==> src/sv/cssc_pkg.sv <==
// Shared constants, codes and transaction types for the column store scan counter.
`timescale 1ns / 1ps

package cssc_pkg;

    localparam int DEPTH   = 256;
    localparam int DATA_W  = 32;
    localparam int CMD_W   = 3;
    localparam int POS_W   = 9;
    localparam int MATCH_W = 9;
    localparam int STAT_W  = 2;
    localparam int IDX_W   = (DEPTH > 1) ? $clog2(DEPTH) : 1;
    localparam int CNT_W   = $clog2(DEPTH + 1);
    localparam int CMP_W   = (CNT_W > POS_W) ? CNT_W : POS_W;

    localparam logic [CMD_W-1:0] CMD_APPEND = 3'd0;
    localparam logic [CMD_W-1:0] CMD_CNT_EQ = 3'd1;
    localparam logic [CMD_W-1:0] CMD_CNT_GT = 3'd2;
    localparam logic [CMD_W-1:0] CMD_CNT_LT = 3'd3;
    localparam logic [CMD_W-1:0] CMD_READ   = 3'd4;

    localparam logic [STAT_W-1:0] STAT_OK     = 2'd0;
    localparam logic [STAT_W-1:0] STAT_BADPOS = 2'd1;
    localparam logic [STAT_W-1:0] STAT_FULL   = 2'd2;

    typedef struct packed {
        logic [CMD_W-1:0]         cmd;
        logic signed [DATA_W-1:0] operand_value;
        logic [POS_W-1:0]         position;
    } cssc_req_t;

    typedef struct packed {
        logic [MATCH_W-1:0]       match_count;
        logic signed [DATA_W-1:0] read_value;
        logic [STAT_W-1:0]        status;
    } cssc_rsp_t;

    // token passed cell to cell, one cell per cycle
    typedef struct packed {
        logic                     valid;
        logic [CMD_W-1:0]         cmd;
        logic signed [DATA_W-1:0] key;
        logic [IDX_W-1:0]         pos_idx;
        logic [CNT_W-1:0]         count;
        logic signed [DATA_W-1:0] rdval;
        logic [STAT_W-1:0]        status;
    } cssc_tok_t;

endpackage

==> src/sv/cssc_cell.sv <==
// One cell of the store: holds a single entry and updates the passing token.
`timescale 1ns / 1ps

module cssc_cell
    import cssc_pkg::*;
(
    input  logic             clk,
    input  logic             rst_n,
    input  logic [IDX_W-1:0] cell_idx,
    input  logic [CNT_W-1:0] fill_count,
    input  cssc_tok_t        tok_in,
    output cssc_tok_t        tok_out
);

    logic signed [DATA_W-1:0] entry_reg;
    logic signed [DATA_W-1:0] entry_next;
    cssc_tok_t                tok_reg;
    cssc_tok_t                tok_next;
    logic                     in_use;
    logic                     hit;

    always_comb
    begin
        in_use = CNT_W'(cell_idx) < fill_count;
        case (tok_in.cmd)
            CMD_CNT_EQ: hit = entry_reg == tok_in.key;
            CMD_CNT_GT: hit = entry_reg > tok_in.key;
            CMD_CNT_LT: hit = entry_reg < tok_in.key;
            default:    hit = 1'b0;
        endcase

        tok_next = tok_in;
        if (tok_in.valid && in_use && hit)
        begin
            tok_next.count = tok_in.count + CNT_W'(1);
        end
        if (tok_in.valid && tok_in.cmd == CMD_READ && tok_in.status == STAT_OK &&
            cell_idx == tok_in.pos_idx)
        begin
            tok_next.rdval = entry_reg;
        end

        entry_next = entry_reg;
        if (tok_in.valid && tok_in.cmd == CMD_APPEND && tok_in.status == STAT_OK &&
            CNT_W'(cell_idx) == fill_count)
        begin
            entry_next = tok_in.key;
        end
    end

    always_ff @(posedge clk or negedge rst_n)
    begin
        if (!rst_n)
        begin
            tok_reg <= '0;
        end
        else
        begin
            tok_reg <= tok_next;
        end
    end

    always_ff @(posedge clk)
    begin
        entry_reg <= entry_next;
    end

    assign tok_out = tok_reg;

endmodule

==> config.mk <==
export PLATFORM = sky130hd
export DESIGN_NAME = cssc_cell
export DESIGN_NICKNAME = d
export VERILOG_FILES = /design/src/sv/cssc_pkg.sv /design/src/sv/cssc_cell.sv
export SDC_FILE = /design/constraint.sdc
export NUM_CORES = 1
export LEC_CHECK = 0
export BUFFER_PORTS_ARGS = -buffer_cell sky130_fd_sc_hd__buf_2
export CORE_ASPECT_RATIO = 1.25
export CORE_UTILIZATION = 52
export DETAILED_ROUTE_END_ITERATION = 6
export GPL_ROUTABILITY_DRIVEN = 0
export PLACE_DENSITY = 0.82
export RECOVER_POWER = 100
export SYNTH_ARGS = -nofsm -noshare
export SYNTH_HDL_FRONTEND = slang
export SYNTH_SLANG_ARGS = --single-unit
==> constraint.sdc <==
create_clock -name clk -period 6.3 [get_ports clk]
set_input_delay 0.945 -clock clk [delete_from_list [all_inputs] [get_ports clk]]
set_output_delay 0.945 -clock clk [all_outputs]
set_load 0.05 [all_outputs]
==> results.cfg, run 1 <==
[outcome]
run_status = complete, but fails checks
violations = max-capacitance violations, max-slew violations

[critical_path]
path_cells = clkbuf_1, nor2_1, nand2_1, nor3_1, nand4_1, nor4_4, clkbuf_1, mux2_2
worstSetupPathType = input port to flip-flop
cp-start-kind = input port
cp-end-kind = flip-flop
crit_top_cell = clkbuf_1
cp.arrival_ns = 3.79
cp_num_buf_inv = 2
critical-path-top-delay-family = buffers and inverters
cp_max_fo = 32
cp.required_ns = 6.58
slowest_delay_ns = 1.39
critPathSlowestCell = clkbuf_1

[synth]
synth_area_leaders = dfrtp_1 (44%), edfxtp_1 (20%), ha_1 (10%)
syn_inst = 351
synth_area_um2 = 4910
synthArstFlopShare = 0.731
synth_ff_type = dfrtp_1
synth_top_cell_by_area = dfrtp_1
synth_cell_types = 40
syn_nets = 498
ys_seq_area_frac = 0.639
ys_warn_count = 0
synth_top_area_frac = 0.443
avgSynthCellArea_um2 = 14.0
synth_enable_flop_cells = 32
ys_ff_latch = 119

[timing]
hold_violations = 0
clock.fmax_mhz = 285
finalCriticalPeriod_ns = 3.51
fin_tns_setup_ns = 0
skew_ns = 0.00769
finalMaxSlewViolations = 66
max-slew-margin-rel = -0.266
grt_setup_unrepaired = no
tightest_slew_ns = 1.90
fin_crit_sh = 0.557
setup_viol = 0

[clock_network]
cts_max_level = 4
insertion_delay_ns = 0.41
cts_sinks = 119
root_buffer = clkbuf_16
cts_tree = built
numCtsBuffers = 17
cts_hold_buf = 0
clockBufferDepth = 2
cts.clk_slew.worst_paths_ns = 0.05
cts_resized = 0
cts_setup_buffers = 0

[final_layout]
nNetsFinal = 707
n_antenna_cell = 0
fillers = 707
layout-drive-gt1-share = 0.216
largest_reg_flops = 87
syn_to_final_growth_pct = 32.2

[global_routing]
grt-ovfl-total = 0
grt_max_degree = 88
grt_pass1_vias = 3832
grt_use_total = 0.255
grt_antenna_before_repair = 0
grt_pass1_wl_um = 18300

[floorplanning]
core_um2 = 9170
die_h_um = 111
core.rowCount = 39
initial_core_util = 0.535
fp.dieArea_um2 = 9840
die_x_um = 88.9
io_pins = 193

[route]
drtPass1Iterations = 4
routedWlPerCell_um = 16.9
vias_per_cell = 5.03
routed-via-count = 3504
drc = 0
drt-total-wl_um = 11800
drtAntennaViolNets = 0
drtIter0Drc = 96

[placed_design]
hpwl_um = 8150
portBuffers = 192

[power_and_ir_drop]
p_leak_nw = 2.92
vdd_ir_drop_max_mv = 0.181
finalPower_mw = 2.10
p_per_area_nw_per_um2 = 323

[hold_path]
hp-class = flip-flop to flip-flop

[run]
drv_cap = 2
## synth_stat cells, types with 3 or more instances
cell type  count
nor2_1         9
nor3_1         3
nand2_1       16
mux2_2        30
xor2_1         7
inv_1         41
a21o_1         3
dfrtp_1       87
nand3_1        8
xnor2_1        9
buf_2          4
ha_1          41
nand4_1        6
o21ai_0        8
a21oi_1       15
edfxtp_1      32
and3_1         4
## routing by layer
layer  vias to the layer above  share of wire  GRT usage
met1                      1690           0.37      0.261
met5                         -              0          0
met4                         0          0.015     0.0804
met2                       159           0.55      0.475
met3                        18          0.064     0.0849
li1                       1637              -          -
## kinds of logic after synthesis
kind of cell | after synthesis | share of synthesized area
AND/OR/NAND/NOR | 60 | 0.0683
multiplexers | 34 | 0.0784
adder cells (fa/ha/maj) | 41 | 0.104
XOR/XNOR | 16 | 0.0285
buffers and inverters | 45 | 0.0354
flip-flops | 119 | 0.639
AO/OA/AOI/OAI | 36 | 0.0461
## placed cells by master, fill, tap and decap left out, types with 4 or more instances in the layout
cell         n
clkbuf_16   21
a21oi_1     15
and3_1       4
o21ai_0      8
nand4_1      6
nand3_1      8
nor2_1       9
dfrtp_1     87
edfxtp_1    32
xnor2_1      9
nand2_1     16
ha_1        41
clkbuf_8     5
xor2_1       7
clkbuf_1   136
mux2_1       5
inv_1       41
mux2_2      28
buf_2       58
## worst paths after layout
check | slack, ns | cells after the start | to | start
hold reg to reg | 0.52 | 1 | tok_out[20] | entry_reg[18]
setup reg to reg | 3.19 | 9 | tok_out[42] | entry_reg[13]
hold / removal | 0.52 | 1 | tok_out[20] | entry_reg[18]
setup / recovery | 2.79 | 8 | tok_out[6] | tok_in[84]
max in group asynchronous | 4.84 | 1 | tok_out[53] | rst_n
min in group asynchronous | 0.71 | 1 | tok_out[9] | rst_n
## report_power, final
group / internal, mW / leakage (nW) / switching [mW]
sequential: 0.823 / 1.30 / 0.00852
clock: 0.689 / 0.323 / 0.330
combinational: 0.0624 / 1.29 / 0.185
total: 1.57 / 2.92 / 0.524
## through the flow
step,hold slack [ns],setup WS (ns),std cells,util,instance area (um2)
2_1_floorplan,0.471,3.36,351,-,4910
3_3_place_gp,0.491,2.86,664,0.658,6030
3_5_place_dp,0.498,2.82,664,0.658,6030
4_1_cts,0.524,3.25,696,0.728,6680
5_1_grt,0.531,2.54,696,0.708,6490
6_report,0.522,2.79,696,0.708,6490
## area by class of cell
class	count	area [um2]	area share
tap	123	154	0.0237
inverter	41	154	0.0237
sequential	119	3140	0.483
timing repair buffer	194	808	0.124
clock buffer	28	602	0.0927
clock inverter	4	45.0	0.00694
multi-input combinational	187	1590	0.245
Power figures use the tool's default switching activity.
==> inputs of run 2 (changes only) <==
--- a/config.mk
+++ b/config.mk
@@ -7,10 +7,10 @@
 export LEC_CHECK = 0
 export BUFFER_PORTS_ARGS = -buffer_cell sky130_fd_sc_hd__buf_2
 export CORE_ASPECT_RATIO = 1.25
-export CORE_UTILIZATION = 52
+export CORE_UTILIZATION = 44
 export DETAILED_ROUTE_END_ITERATION = 6
 export GPL_ROUTABILITY_DRIVEN = 0
-export PLACE_DENSITY = 0.82
+export PLACE_DENSITY = 0.73
 export RECOVER_POWER = 100
 export SYNTH_ARGS = -nofsm -noshare
 export SYNTH_HDL_FRONTEND = slang
==> constraint.sdc (replaced) <==
create_clock -name clk -period 2.95 [get_ports clk]
set_input_delay 0.4425 -clock clk [delete_from_list [all_inputs] [get_ports clk]]
set_output_delay 0.4425 -clock clk [all_outputs]
set_load 0.05 [all_outputs]
==> run 2 against run 1 <==
Net effect: clock-buffer cell count fell by 1; clock skew fell by 0.0026 ns; largest power group unchanged; power rose by 96%; combinational power rose by 110%; global-route usage fell by 5.7 points; critical path depth rose by 2; largest cell class unchanged; routed wire length fell by 8.1%; clock power rose by 78%; setup slack got worse by 2.5 ns; sequential share of layout area rose by 0.51 points; sequential power rose by 110%; non-clock buffer count rose by 2; the run still ends with max-capacitance violations, max-slew violations left.
==> results.cfg, run 2 (synthesized netlist as in run 1, its figures left out) <==
[outcome]
run_status = complete, but fails checks
violations = max-capacitance violations, max-slew violations

[timing]
finalMaxSlewViolations = 88
skew_ns = 0.00509
grt_setup_unrepaired = no
clock.fmax_mhz = 373
worst_hold_slack_ns = 0.158
fin_crit_sh = 0.910
setup_viol = 0
max-slew-margin-rel = -0.399
hold_violations = 0
setup_ws_ns = 0.267
tightest_slew_ns = 2.10
finalCriticalPeriod_ns = 2.68

[floorplanning]
initial_core_util = 0.458
die_x_um = 96.5
io_pins = 193
core_um2 = 10700
core.rowCount = 42
die_h_um = 120
fp.dieArea_um2 = 11600

[final_layout]
layout_common_cells = clkbuf_1 (138), dfrtp_1 (87), buf_2 (60), inv_1 (41), ha_1 (41)
syn_to_final_growth_pct = 30.8
layout-drive-gt1-share = 0.223
utilization = 0.599
largest_reg_flops = 87
nNetsFinal = 709
fillers = 977
mostFrequentLayoutCell = clkbuf_1

[route]
drtPass1Iterations = 5
drt-total-wl_um = 10800
drc = 0
routedWlPerCell_um = 15.3
drtAntennaViolNets = 0
vias_per_cell = 4.84
drtIter0Drc = 69
routed-via-count = 3425

[critical_path]
cp.required_ns = 3.24
cp_max_fo = 8
cp-end-kind = flip-flop
cp.arrival_ns = 2.97
worstSetupPathType = flip-flop to flip-flop
cp-start-kind = flip-flop

[hold_path]
hp-class = input port to flip-flop

[power_and_ir_drop]
p_per_area_nw_per_um2 = 641
finalPower_mw = 4.12
p_leak_nw = 2.89
vdd_ir_drop_max_mv = 0.349

[clock_network]
numCtsBuffers = 17
cts_hold_buf = 0
cts_sinks = 119
cts_max_level = 4
clockBufferDepth = 2
cts.clk_slew.worst_paths_ns = 0.05
cts_setup_buffers = 0
insertion_delay_ns = 0.40
cts_tree = built
root_buffer = clkbuf_16

[placed_design]
post-place-ws_ns = -0.130
portBuffers = 192
hpwl_um = 8060

[global_routing]
grt_pass1_wl_um = 16800
grt-ovfl-total = 0
grt_max_degree = 88
grt_pass1_vias = 3620
grt_use_total = 0.198
grt_antenna_before_repair = 1

[run]
drv_cap = 1
-- run 2: changes by cell type in the layout (fill, tap and decap cells not counted), sizes merged --
cell	before	now
clkbuf	162	161
diode	0	1
clkinv	3	5
bufinv	1	0
buf	60	62
-- run 2: layer usage --
metal,share of wire,GRT usage,up-vias
met3,0.077,0.0760,17
li1,-,-,1641
met2,0.52,0.339,144
met1,0.39,0.213,1623
met5,0,0,-
met4,0.020,0.0855,0
-- run 2: final cells by class --
type,count,area [um2],area share
sequential,119,3140,0.488
multi-input combinational,187,1620,0.252
timing repair buffer,196,821,0.128
clock buffer,27,503,0.0783
tap,132,165,0.0257
inverter,41,154,0.0240
clock inverter,5,25.0,0.00389
antenna,1,2.50,0.000389
-- run 2: path summary, 6_finish.rpt --
kind	depth (start not counted)	endpoint	slack, ns	start
worst max register to register	10	tok_out[35]	0.27	entry_reg[13]
min in group asynchronous	1	tok_out[53]	0.64	rst_n
worst min-delay path	1	tok_out[0]	0.16	tok_in[0]
worst max-delay path	10	tok_out[35]	0.27	entry_reg[13]
max in group asynchronous	1	tok_out[39]	1.06	rst_n
worst min register to register	1	tok_out[8]	0.51	entry_reg[6]
-- run 2: critical path: stages (launching register included) --
cell and delay, ns:
edfxtp_1 0.39, ha_1 0.32, a21oi_1 0.15, nor2_1 0.06
a2111oi_1 0.41, buf_4 0.18, a31oi_1 0.12, o21ba_1 0.23
o22ai_4 0.32, nand2_4 0.09, mux2_4 0.30
-- run 2: report_power, final --
| group | leakage [nW] | switching, mW | internal [mW] |
|---|---|---|---|
| sequential | 1.30 | 0.0168 | 1.76 |
| clock | 0.265 | 0.664 | 1.15 |
| combinational | 1.32 | 0.388 | 0.137 |
-- run 2: timing repair --
action / in CTS / in global routing
endpoints found under the setup margin: 0 / 6
resized for setup: 0 / 2
endpoints found under the hold margin: 0 / 0
-- run 2: stage by stage --
stage | cell area (um2) | instances | TNS, ns
floorplan | 4910 | 351 | 0
global placement | 6090 | 675 | -0.306
detailed placement | 6090 | 675 | -0.448
CTS | 6610 | 707 | 0
global route | 6420 | 708 | 0
finish | 6420 | 708 | 0
